===== src/design/sle_pkg.sv =====
// Shared types, constants and lookup functions for the scan code line editor.
// No dependencies; imported by every module of the block but sle_ram.
package sle_pkg;

  localparam int LineDepth = 128;
  localparam int LenW      = $clog2(LineDepth);
  localparam int CharW     = 7;
  localparam int NumWords  = 3;

  localparam logic [7:0] CodePrefix    = 8'hE0;
  localparam logic [7:0] CodeEnter     = 8'h1C;
  localparam logic [7:0] CodeBackspace = 8'h0E;

  // Command word indexes inside the match vector
  localparam int WordHelp    = 0;
  localparam int WordClear   = 1;
  localparam int WordVersion = 2;

  localparam int LenHelp    = 4;
  localparam int LenClear   = 5;
  localparam int LenVersion = 7;

  typedef enum logic [1:0] {
    EV_ECHO  = 2'd0,
    EV_ERASE = 2'd1,
    EV_LINE  = 2'd2
  } event_kind_e;

  typedef enum logic [2:0] {
    CMD_EMPTY   = 3'd0,
    CMD_HELP    = 3'd1,
    CMD_CLEAR   = 3'd2,
    CMD_VERSION = 3'd3,
    CMD_UNKNOWN = 3'd4
  } cmd_e;

  typedef enum logic [2:0] {
    KC_NONE,
    KC_PREFIX,
    KC_BREAK,
    KC_ENTER,
    KC_BKSP,
    KC_CHAR
  } key_class_e;

  typedef logic [NumWords-1:0] match_t;

  typedef struct packed {
    key_class_e             kclass;
    logic [CharW-1:0]       ascii;
  } key_t;

  typedef struct packed {
    event_kind_e            kind;
    logic [CharW-1:0]       ch;
    cmd_e                   cmd;
  } result_t;

  // One line entry: the character and the prefix match flags up to it
  typedef struct packed {
    logic [CharW-1:0]       ch;
    match_t                 mbits;
  } entry_t;

  localparam int EntryW = $bits(entry_t);

  // Set-1 make code to ASCII, zero where no character is produced
  function automatic logic [CharW-1:0] key_map(input logic [7:0] code);
    logic [CharW-1:0] c;
    case (code)
      8'h02: c = 7'h31;
      8'h03: c = 7'h32;
      8'h04: c = 7'h33;
      8'h05: c = 7'h34;
      8'h06: c = 7'h35;
      8'h07: c = 7'h36;
      8'h08: c = 7'h37;
      8'h09: c = 7'h38;
      8'h0A: c = 7'h39;
      8'h0B: c = 7'h30;
      8'h0C: c = 7'h2D;
      8'h0D: c = 7'h3D;
      8'h10: c = 7'h71;
      8'h11: c = 7'h77;
      8'h12: c = 7'h65;
      8'h13: c = 7'h72;
      8'h14: c = 7'h74;
      8'h15: c = 7'h79;
      8'h16: c = 7'h75;
      8'h17: c = 7'h69;
      8'h18: c = 7'h6F;
      8'h19: c = 7'h70;
      8'h1E: c = 7'h61;
      8'h1F: c = 7'h73;
      8'h20: c = 7'h64;
      8'h21: c = 7'h66;
      8'h22: c = 7'h67;
      8'h23: c = 7'h68;
      8'h24: c = 7'h6A;
      8'h25: c = 7'h6B;
      8'h26: c = 7'h6C;
      8'h2C: c = 7'h7A;
      8'h2D: c = 7'h78;
      8'h2E: c = 7'h63;
      8'h2F: c = 7'h76;
      8'h30: c = 7'h62;
      8'h31: c = 7'h6E;
      8'h32: c = 7'h6D;
      8'h39: c = 7'h20;
      default: c = '0;
    endcase
    return c;
  endfunction

  // Character of a command word at a position, zero past its end
  function automatic logic [CharW-1:0] word_char(input int w, input logic [2:0] p);
    logic [CharW-1:0] c;
    c = '0;
    case (w)
      WordHelp: begin
        case (p)
          3'd0: c = 7'h68;
          3'd1: c = 7'h65;
          3'd2: c = 7'h6C;
          3'd3: c = 7'h70;
          default: c = '0;
        endcase
      end
      WordClear: begin
        case (p)
          3'd0: c = 7'h63;
          3'd1: c = 7'h6C;
          3'd2: c = 7'h65;
          3'd3: c = 7'h61;
          3'd4: c = 7'h72;
          default: c = '0;
        endcase
      end
      WordVersion: begin
        case (p)
          3'd0: c = 7'h76;
          3'd1: c = 7'h65;
          3'd2: c = 7'h72;
          3'd3: c = 7'h73;
          3'd4: c = 7'h69;
          3'd5: c = 7'h6F;
          3'd6: c = 7'h6E;
          default: c = '0;
        endcase
      end
      default: c = '0;
    endcase
    return c;
  endfunction

  function automatic int word_len(input int w);
    int n;
    case (w)
      WordHelp:    n = LenHelp;
      WordClear:   n = LenClear;
      WordVersion: n = LenVersion;
      default:     n = 0;
    endcase
    return n;
  endfunction

endpackage


===== src/design/sle_ram.sv =====
// Generic single-write, single-read RAM with a registered read port.
// No dependencies.
module sle_ram #(
  parameter int Width = 8,
  parameter int Depth = 16
) (
  input  logic                     clk_i,
  input  logic                     we_i,
  input  logic [$clog2(Depth)-1:0] waddr_i,
  input  logic [Width-1:0]         wdata_i,
  input  logic                     re_i,
  input  logic [$clog2(Depth)-1:0] raddr_i,
  output logic [Width-1:0]         rdata_o
);

  logic [Width-1:0] mem_q [Depth];

  always_ff @(posedge clk_i) begin
    if (we_i) begin
      mem_q[waddr_i] <= wdata_i;
    end
    if (re_i) begin
      rdata_o <= mem_q[raddr_i];
    end
  end

endmodule


===== src/design/sle_decode.sv =====
// Scan byte classifier: prefix, break, enter, backspace, printable or none.
// Depends on sle_pkg.
module sle_decode
  import sle_pkg::*;
(
  input  logic [7:0] scan_byte_i,
  output key_t       key_o
);

  logic [CharW-1:0] ascii;

  assign ascii = key_map(scan_byte_i);

  always_comb begin
    key_o.ascii = ascii;
    if (scan_byte_i == CodePrefix) begin
      key_o.kclass = KC_PREFIX;
    end else if (scan_byte_i[7]) begin
      key_o.kclass = KC_BREAK;
    end else if (scan_byte_i == CodeEnter) begin
      key_o.kclass = KC_ENTER;
    end else if (scan_byte_i == CodeBackspace) begin
      key_o.kclass = KC_BKSP;
    end else if (ascii != '0) begin
      key_o.kclass = KC_CHAR;
    end else begin
      key_o.kclass = KC_NONE;
    end
  end

endmodule


===== src/design/sle_obuf.sv =====
// Two-entry output buffer (head register plus skid register).
// Depends on sle_pkg.
module sle_obuf
  import sle_pkg::*;
(
  input  logic    clk_i,
  input  logic    rst_ni,
  input  logic    push_i,
  input  result_t data_i,
  output logic    ready_o,
  output logic    valid_o,
  input  logic    ready_i,
  output result_t data_o
);

  logic    head_valid_q, head_valid_d;
  logic    skid_valid_q, skid_valid_d;
  result_t head_q, head_d;
  result_t skid_q, skid_d;
  logic    pop;

  assign pop     = head_valid_q & ready_i;
  assign ready_o = ~skid_valid_q;
  assign valid_o = head_valid_q;
  assign data_o  = head_q;

  always_comb begin
    head_valid_d = head_valid_q;
    skid_valid_d = skid_valid_q;
    head_d       = head_q;
    skid_d       = skid_q;
    if (pop) begin
      if (skid_valid_q) begin
        head_d       = skid_q;
        skid_valid_d = 1'b0;
      end else if (push_i) begin
        head_d = data_i;
      end else begin
        head_valid_d = 1'b0;
      end
    end else if (push_i) begin
      if (!head_valid_q) begin
        head_d       = data_i;
        head_valid_d = 1'b1;
      end else begin
        skid_d       = data_i;
        skid_valid_d = 1'b1;
      end
    end
  end

  always_ff @(posedge clk_i or negedge rst_ni) begin
    if (!rst_ni) begin
      head_valid_q <= 1'b0;
      skid_valid_q <= 1'b0;
    end else begin
      head_valid_q <= head_valid_d;
      skid_valid_q <= skid_valid_d;
    end
  end

  always_ff @(posedge clk_i) begin
    head_q <= head_d;
    skid_q <= skid_d;
  end

endmodule


===== src/design/scancode_line_editor.sv =====
// Scan code line editor, top level. Depends on sle_pkg, sle_decode, sle_ram, sle_obuf.
// A result is registered in the output buffer and shown from its head register.
// Throughput: one scan byte per cycle while the buffer has room; the line RAM read on
// backspace is forwarded straight into the next cycle's update, so nothing waits on it.
// Reset clears the prefix flag, the line length and the output buffer; the line RAM
// is not cleared, since only entries below the line length are ever read.
module scancode_line_editor
  import sle_pkg::*;
(
  input  logic             clk_i,
  input  logic             rst_ni,
  input  logic             in_valid_i,
  output logic             in_ready_o,
  input  logic [7:0]       scan_byte_i,
  output logic             out_valid_o,
  input  logic             out_ready_i,
  output logic [1:0]       event_kind_o,
  output logic [CharW-1:0] echo_char_o,
  output logic [2:0]       command_code_o
);

  // Each RAM entry holds a character and, per command word, a flag saying the
  // line up to and including this entry equals that word's prefix. The flags of
  // the last stored entry live in top_q, so enter classifies the line without a RAM read.

  logic            accept;
  key_t            key;

  logic            pend_q, pend_d;        // extended prefix armed
  logic [LenW-1:0] len_q, len_d;          // stored character count
  match_t          top_q, top_d;          // match flags of the line as it stands
  logic            rd_pend_q, rd_pend_d;  // RAM read data carries the top flags

  logic            ram_we, ram_re;
  logic [LenW-1:0] ram_waddr, ram_raddr;
  entry_t          ram_wdata, ram_rdata;

  match_t          top_eff;
  match_t          new_bits;
  cmd_e            line_cmd;

  logic            push;
  result_t         res;
  result_t         head;
  logic            buf_ready;

  assign in_ready_o = buf_ready;
  assign accept     = in_valid_i & in_ready_o;

  sle_decode u_decode (
    .scan_byte_i (scan_byte_i),
    .key_o       (key)
  );

  sle_ram #(
    .Width (EntryW),
    .Depth (LineDepth)
  ) u_line_ram (
    .clk_i   (clk_i),
    .we_i    (ram_we),
    .waddr_i (ram_waddr),
    .wdata_i (ram_wdata),
    .re_i    (ram_re),
    .raddr_i (ram_raddr),
    .rdata_o (ram_rdata)
  );

  // Forward the flags fetched by a backspace in the previous cycle
  assign top_eff = rd_pend_q ? ram_rdata.mbits : top_q;

  // Flags for appending key.ascii at position len_q
  always_comb begin
    for (int w = 0; w < NumWords; w++) begin
      new_bits[w] = top_eff[w] & (len_q < LenW'(word_len(w)))
                    & (key.ascii == word_char(w, len_q[2:0]));
    end
  end

  // Whole-line compare: length equals the word's and every prefix flag held
  always_comb begin
    if (len_q == '0) begin
      line_cmd = CMD_EMPTY;
    end else if ((len_q == LenW'(LenHelp)) && top_eff[WordHelp]) begin
      line_cmd = CMD_HELP;
    end else if ((len_q == LenW'(LenClear)) && top_eff[WordClear]) begin
      line_cmd = CMD_CLEAR;
    end else if ((len_q == LenW'(LenVersion)) && top_eff[WordVersion]) begin
      line_cmd = CMD_VERSION;
    end else begin
      line_cmd = CMD_UNKNOWN;
    end
  end

  always_comb begin
    pend_d    = pend_q;
    len_d     = len_q;
    top_d     = top_eff;
    rd_pend_d = 1'b0;
    ram_we    = 1'b0;
    ram_waddr = len_q;
    ram_wdata = '{ch: key.ascii, mbits: new_bits};
    ram_re    = 1'b0;
    ram_raddr = len_q - LenW'(2);
    push      = 1'b0;
    res       = '{kind: EV_ECHO, ch: '0, cmd: CMD_EMPTY};

    if (accept) begin
      if (key.kclass == KC_PREFIX) begin
        pend_d = 1'b1;
      end else if (key.kclass == KC_BREAK) begin
        pend_d = 1'b0;
      end else if (pend_q) begin
        // swallow the byte after the prefix
        pend_d = 1'b0;
      end else begin
        case (key.kclass)
          KC_ENTER: begin
            len_d = '0;
            top_d = '1;
            push  = 1'b1;
            res   = '{kind: EV_LINE, ch: '0, cmd: line_cmd};
          end
          KC_BKSP: begin
            if (len_q != '0) begin
              len_d = len_q - LenW'(1);
              push  = 1'b1;
              res   = '{kind: EV_ERASE, ch: '0, cmd: CMD_EMPTY};
              if (len_q == LenW'(1)) begin
                top_d = '1;
              end else begin
                // fetch the flags of the new last entry
                ram_re    = 1'b1;
                rd_pend_d = 1'b1;
              end
            end
          end
          KC_CHAR: begin
            if (len_q < LenW'(LineDepth - 1)) begin
              ram_we = 1'b1;
              len_d  = len_q + LenW'(1);
              top_d  = new_bits;
              push   = 1'b1;
              res    = '{kind: EV_ECHO, ch: key.ascii, cmd: CMD_EMPTY};
            end
          end
          default: begin
            // unmapped make code: drop
          end
        endcase
      end
    end
  end

  always_ff @(posedge clk_i or negedge rst_ni) begin
    if (!rst_ni) begin
      pend_q    <= 1'b0;
      len_q     <= '0;
      top_q     <= '1;
      rd_pend_q <= 1'b0;
    end else begin
      pend_q    <= pend_d;
      len_q     <= len_d;
      top_q     <= top_d;
      rd_pend_q <= rd_pend_d;
    end
  end

  sle_obuf u_obuf (
    .clk_i   (clk_i),
    .rst_ni  (rst_ni),
    .push_i  (push),
    .data_i  (res),
    .ready_o (buf_ready),
    .valid_o (out_valid_o),
    .ready_i (out_ready_i),
    .data_o  (head)
  );

  assign event_kind_o   = head.kind;
  assign echo_char_o    = head.ch;
  assign command_code_o = head.cmd;

endmodule


===== config.mk =====
export PLATFORM = sky130hd
export DESIGN_NAME = scancode_line_editor
export DESIGN_NICKNAME = d
export VERILOG_FILES = /design/src/design/sle_pkg.sv /design/src/design/sle_ram.sv /design/src/design/sle_decode.sv /design/src/design/sle_obuf.sv /design/src/design/scancode_line_editor.sv
export SDC_FILE = /design/constraint.sdc
export NUM_CORES = 1
export LEC_CHECK = 0
export BUFFER_PORTS_ARGS = -buffer_cell sky130_fd_sc_hd__buf_2
export CAP_MARGIN = 20
export CORE_ASPECT_RATIO = 0.6
export CORE_MARGIN = 5
export CORE_UTILIZATION = 50
export DETAILED_ROUTE_END_ITERATION = 8
export PLACE_DENSITY = 0.65
export SYNTH_ARGS = -nofsm -noshare
export SYNTH_HDL_FRONTEND = slang
export SYNTH_SLANG_ARGS = --single-unit

===== constraint.sdc =====
create_clock -name clk_i -period 13.9 [get_ports clk_i]
set_clock_uncertainty 0.05 [all_clocks]
set_input_delay 2.78 -clock clk_i [delete_from_list [all_inputs] [get_ports clk_i]]
set_output_delay 2.78 -clock clk_i [all_outputs]
set_load 0.1 [all_outputs]

=== Yosys cells after proc, flatten, opt, wreduce, memory -nomap -nowiden ===
Memories as Yosys holds them, arrays and structs flattened. A register that Yosys moved wholly into a read port is not among the register bits.
Cells that the tools add are included.

* Shift operators: 0
* Bitwise logic cells: 13
* Muxes and demuxes: 66
* Magnitude comparators: 4
* Divide/modulo/power cells: 0
* Add/sub/neg operators: 3
* Reductions and logical operators: 17
* Equal/unequal tests: 26
* Multiply operators: 0

{| class="wikitable"
|+ Operators by type and width
! kind !! count
|-
| 2-to-1 mux 12 bit || 9
|-
| 2-to-1 mux 3 bit || 17
|-
| one-hot mux 7 bit (7 select lines) || 1
|-
| one-hot mux 12 bit (3 select lines) || 1
|-
| one-hot mux 7 bit (5 select lines) || 1
|-
| 2-to-1 mux 1 bit || 28
|-
| one-hot mux 7 bit (4 select lines) || 1
|-
| == test 7 x 3 -> 1 bit (second input constant) || 3
|-
| == test 7 bit || 3
|-
| < comparator 7 x 3 -> 1 bit (second input constant) || 3
|-
| 2-to-1 mux 7 bit || 3
|-
| one-hot mux 7 bit (3 select lines) || 1
|-
| == test 3 bit (second input constant) || 5
|-
| nonzero test 7 bit || 2
|-
| == test 3 x 2 -> 1 bit (second input constant) || 4
|-
| 2-to-1 mux 11 bit || 1
|-
| 2-to-1 mux 10 bit || 1
|-
| inequality test 2 bit (second input constant) || 5
|-
| one-hot mux 3 bit (3 select lines) || 1
|-
| AND reduction 3 bit || 3
|-
| bitwise AND 1 bit || 8
|-
| == test 8 x 4 -> 1 bit (second input constant) || 1
|-
| == test 8 x 5 -> 1 bit (second input constant) || 1
|-
| == test 8 bit (second input constant) || 1
|-
| other kinds (16) || 25
|}

* Register bits after elaboration: 38
* Bits in read-only memories: 448
* Logic and storage cells: 143
* Latch bits: 0
* Memories kept: 2
* Bits in writable memories: 1280

{| class="wikitable"
|+ Memories
! memory !! words !! bits a word !! rd ports !! clocked after memory_dff !! wr ports !! line !! source
|-
| u_line_ram.mem_q || 128 || 10 || 1 || 1 || 1 || sle_ram.sv:16 || <nowiki>logic [Width-1:0] mem_q [Depth];</nowiki>
|-
| (no name shown) || 64 || 7 || 1 || 0 || 0 || sle_pkg.sv:70 || <nowiki>case (code)</nowiki>
|}

=== Logic depth before layout (Yosys ltp) ===
* Word-level depth: 17
* Mapped depth: 14
* Gate-level depth less buffers: 10

=== Modules after synthesis ===
Synthesis repeated with hierarchy kept, for this count alone.

* Cell total of the unflattened synthesis: 2386
* Area, all modules: 53045.9 um^2

{| class="wikitable"
|+ By module, submodules not included
! module !! area an instance (um^2) !! instances !! cells each !! sequential area each (um^2)
|-
| sle_ram || 49454.9 || 1 || 1998 || 38737.2
|-
| scancode_line_editor || 1654.1 || 1 || 218 || 304.0
|-
| sle_obuf || 1014.7 || 1 || 49 || 770.7
|-
| sle_decode || 922.1 || 1 || 121 || 0.0
|}

=== Least setup slack after synthesis ===
Ideal clock, no wire load.

* Kind: input to register
* Start point: in scan_byte_i[1]
* End point: mem u_line_ram.mem_q[0][0] (netlist bit), data pin
* Path buffers: 1
* Arrival time: 7.674 ns
* Stages on the path: 11
* Setup slack: 5.379 ns
* Cell sequence: clkbuf_1 -> inv_1 -> ha_1 -> or3b_2 -> o211ai_1 -> o31ai_1 -> and2_1 -> o31a_1 -> o31ai_1 -> nand3_1 -> nor2_1

* Cells in the longest elaborated chain, start to end: 4

{| class="wikitable"
|+ Ends and longest elaborated chain
! element !! line !! source
|-
| from (decl) || scancode_line_editor.sv:14 || <nowiki>input logic [7:0] scan_byte_i,</nowiki>
|-
| memory read (64 x 7 bit) || - ||
|-
| 2-to-1 mux 7 bit || sle_pkg.sv:70 ||
|-
| == test 7 bit || scancode_line_editor.sv:75 || <nowiki>& (key.ascii == word_char(w, len_q[2:0]));</nowiki>
|-
| bitwise AND 1 bit || scancode_line_editor.sv:75 ||
|-
| named net new_bits[0] || scancode_line_editor.sv:39 || <nowiki>match_t new_bits;</nowiki>
|-
| to (decl) || sle_ram.sv:16 ||
|}

The timed path passes the listed nets, and every way through them passes these cells.

=== Worst setup path in the final report ===
* Start point: in scan_byte_i[1]
* End point: mem u_line_ram.mem_q[70][0] (netlist bit), enable pin

* Cells in the longest elaborated chain, start to end: 16

{| class="wikitable"
|+ Ends and longest elaborated chain
! element !! line !! source
|-
| memory read (64 x 7 bit) || - ||
|-
| 2-to-1 mux 7 bit || sle_pkg.sv:70 ||
|-
| nonzero test 7 bit || sle_decode.sv:24 || <nowiki>end else if (ascii != '0) begin</nowiki>
|-
| 2-to-1 mux 3 bit || sle_decode.sv:24 ||
|-
| 2-to-1 mux 3 bit || sle_decode.sv:22 || <nowiki>end else if (scan_byte_i == CodeBackspace) begin</nowiki>
|-
| 2-to-1 mux 3 bit || sle_decode.sv:20 || <nowiki>end else if (scan_byte_i == CodeEnter) begin</nowiki>
|-
| 2-to-1 mux 3 bit || sle_decode.sv:18 || <nowiki>end else if (scan_byte_i[7]) begin</nowiki>
|-
| 2-to-1 mux 3 bit * || sle_decode.sv:16 || <nowiki>if (scan_byte_i == CodePrefix) begin</nowiki>
|-
| == test 3 bit || scancode_line_editor.sv:116 || <nowiki>case (key.kclass)</nowiki>
|-
| 2-to-1 mux 1 bit || scancode_line_editor.sv:116 ||
|-
| 2-to-1 mux 1 bit || scancode_line_editor.sv:112 || <nowiki>end else if (pend_q) begin</nowiki>
|-
| 2-to-1 mux 1 bit || scancode_line_editor.sv:110 || <nowiki>end else if (key.kclass == KC_BREAK) begin</nowiki>
|-
| 2-to-1 mux 1 bit * || scancode_line_editor.sv:108 || <nowiki>if (key.kclass == KC_PREFIX) begin</nowiki>
|-
| 2-to-1 mux 1 bit * || scancode_line_editor.sv:107 || <nowiki>if (accept) begin</nowiki>
|-
| 2-to-1 mux 1 bit * || sle_ram.sv:19 || <nowiki>if (we_i) begin</nowiki>
|-
| 2-to-1 mux 1 bit (not written as such) * || sle_ram.sv:20 || <nowiki>mem_q[waddr_i] <= wdata_i;</nowiki>
|}

Every way passes the cells marked *; elsewhere a longest branch is shown, timed or not.

==> flow_summary.ini <==
[clocking]
cts_setup_buffers = 0
clkTransAtPathRegs_ns = 0.07
cts.sinks = 425
insertion_delay_ns = 0.53
clk_path_buf_depth = 3
cts_resized = 0
cts_made_buffers = 38
cts_tree = yes
htree_levels = 2
hold_buffers = 0
cts-root-buf = clkbuf_16

[grt]
track_usage = 0.204
grt_pass1_vias = 10000
grt_pass1_wl_um = 64300
grt_overflow_total = 0
antenna_found_initial = 0
grt_max_degree = 97

[run_status]
status = completed

[placement]
dpl_cell_area_um2 = 19300
gp_congestion = 0.900
dp_hpwl_um = 26900
port_buffers = 25
dp_slack_ns = 6.26

[synthesis]
synth_area_per_cell_um2 = 16.6
synth_ff_type = edfxtp_1
synthesis.instances = 1123
synth.distinct_cells = 69
yosysMostFrequentCell = edfxtp_1
syn_area_um2 = 18700
yosysWarnings = 0
yosys.area.top_type_share = 0.661
synthTopCellsByArea = edfxtp_1, mux4_2, nor2_1, ha_1, dfrtp_1
synth_edf_count = 411
synth_area_leader_cell = edfxtp_1
ys_seq_area_frac = 0.680
synthTopCellsByCount = edfxtp_1, nor2_1, mux4_2, nand2_1, clkbuf_1
async_flop_share = 0.0329
synth-seq-cells = 425

[floorplanning]
core_area_um2 = 36600
initial_core_util = 0.510
die_w_um = 259
fp.dieArea_um2 = 41400
rows = 54
ios = 26
dieHeight_um = 160

[layout]
nets = 1174
n_fill_cell = 2880
area_growth_pct = 9.47
ff_latch_area_um2 = 12700
diodes = 0
drive_gt1_frac = 0.206
fin_area_um2 = 20400
multi_input_area_um2 = 5690

[worst_setup_path]
crit_path_cell_trace = buf_2, inv_1, ha_1, nor2_1, a211o_1, a211oi_1, o21ai_1, nor4bb_2, buf_4, nor4b_4, nand3_1, nor2_1
critPathMaxStageDelay_ns = 0.92
crit_family = simple AND/OR/NAND/NOR gates
cp_slowest_cell = nand3_1
crit_path_end_kind = flop
path_class = in -> reg
cp-start-kind = input pin
crit_top_cell = nor2_1
worst-path-buf-inv = 3
crit_start = scan_byte_i[1]
crit_arrival_ns = 7.32
critPathMaxFanout = 17
required_ns = 14.04
timing.rr.start = len_q[0]

[timing]
finalCriticalPeriod_ns = 7.18
timing.final.crit_share = 0.517
setup_violations = 0
rsz0062_at_grt = false
slew_headroom = 0.286
slew_violations = 0
hold_viol = 0
tns_ns = 0
worst_slew_pin_slew_ns = 1.07
setup_slack_ns = 6.72
fmax_mhz = 139

[detailed_routing]
vias = 10300
first_iter_violations = 1161
drt_wl_total_um = 42200
wl_per_cell_um = 25.3
viasPerCell = 6.19
drc = 0
ant_nets = 0
drt_first_pass_iters = 5

[run]
drv_cap = 0

[hold_path]
worst_hold_path_type = reg -> reg
hp-start = pend_q

[power]
leakagePower_uw = 0.00609
peakVddDrop_v = 0.0000971
powerDensity_nw_per_um2 = 163
## where the power goes
group          leakage (uW)  switching (uW)  internal, uW
logic               0.00194             515           359
registers           0.00360            63.5          1410
clock network      0.000545             447           534
total               0.00609            1030          2300
## through the flow
step                      total power, uW  std cells  utilization  hold slack, ns
final                                3330       1668        0.558           0.460
after global routing                 3470       1668        0.558           0.497
after CTS                            3340       1668        0.558           0.458
after detailed placement             2370       1602        0.527           0.443
after global placement               2360       1602        0.527           0.432
after floorplan                      2130       1125            -           0.416
## logic make-up (layout without fill, tap and decap cells)
group / count (synthesis) / count (layout) / synth area share
simple gates: 321 / 321 / 0.0776
other cells: 1 / 3 / 0.000201
fa+ha+maj: 24 / 24 / 0.0161
compound gates: 116 / 116 / 0.0432
mux: 143 / 143 / 0.158
flops: 425 / 425 / 0.680
buf+inv: 79 / 118 / 0.0182
xor+xnor: 14 / 14 / 0.00657
## registers in the layout, summed over array words and instances (netlist names)
signal / count
u_obuf.skid_q: 12
len_q: 7
u_line_ram.mem_q: 384
top_q: 3
u_obuf.skid_valid_q: 1
rd_pend_q: 1
u_obuf.data_o: 12
pend_q: 1
u_line_ram.rdata_o: 3
u_obuf.valid_o: 1
## worst register-to-register path: stages, from the launching register on
cell and delay, ns:
dfrtp_4 0.77, inv_1 0.42, ha_1 0.45, ha_1 0.33
o31a_1 0.32, o31ai_1 0.30, nand3_1 0.19, nor2_4 0.61
buf_4 0.84
## path summary, 6_finish.rpt
path,slack (ns),to,cells past startpoint
max,6.72,u_line_ram.mem_q[70][0],12
min,0.46,pend_q,2
min reg2reg,0.46,pend_q,2
max in group asynchronous,11.39,top_q[2],1
max reg2reg,9.19,u_line_ram.mem_q[114][0],8
min in group asynchronous,2.10,pend_q,1
## cells in the final DEF, fill, tap and decap left out, types with 5 or more instances in the layout
cell type  instances
clkbuf_16         39
a22oi_1            5
and2_1             9
inv_1             10
mux2i_1           12
dfrtp_1            9
o21ai_0           27
nand4_1            6
buf_4             15
nor3_1             9
mux2_2            11
nand2_1           60
nor2b_1           11
a211oi_1          10
clkinv_1          12
a31oi_1            6
clkbuf_1           8
a21o_1            13
edfxtp_1         411
ha_1              24
nand3_1           30
o211ai_1           5
o32ai_1            5
a21oi_1           14
mux4_2           120
nor2_1           162
xor2_1             9
buf_2             25
## metal layers
| layer | vias to the layer above | track usage | part of all wire |
|---|---|---|---|
| met5 | - | 0 | 0 |
| met4 | 0 | 0.0336 | 0.014 |
| met3 | 47 | 0.0489 | 0.093 |
| met2 | 442 | 0.261 | 0.41 |
| met1 | 5359 | 0.355 | 0.48 |
| li1 | 4470 | - | - |
## area by class of cell
class                   count  area share
well taps                 504      0.0309
clock inverters            19     0.00606
multi-input cells         621       0.278
flip-flops and latches    425       0.622
repair buffers             40      0.0116
inverters                  12     0.00220
clock buffers              47      0.0492
No activity file was read; power rests on OpenSTA's default activity.
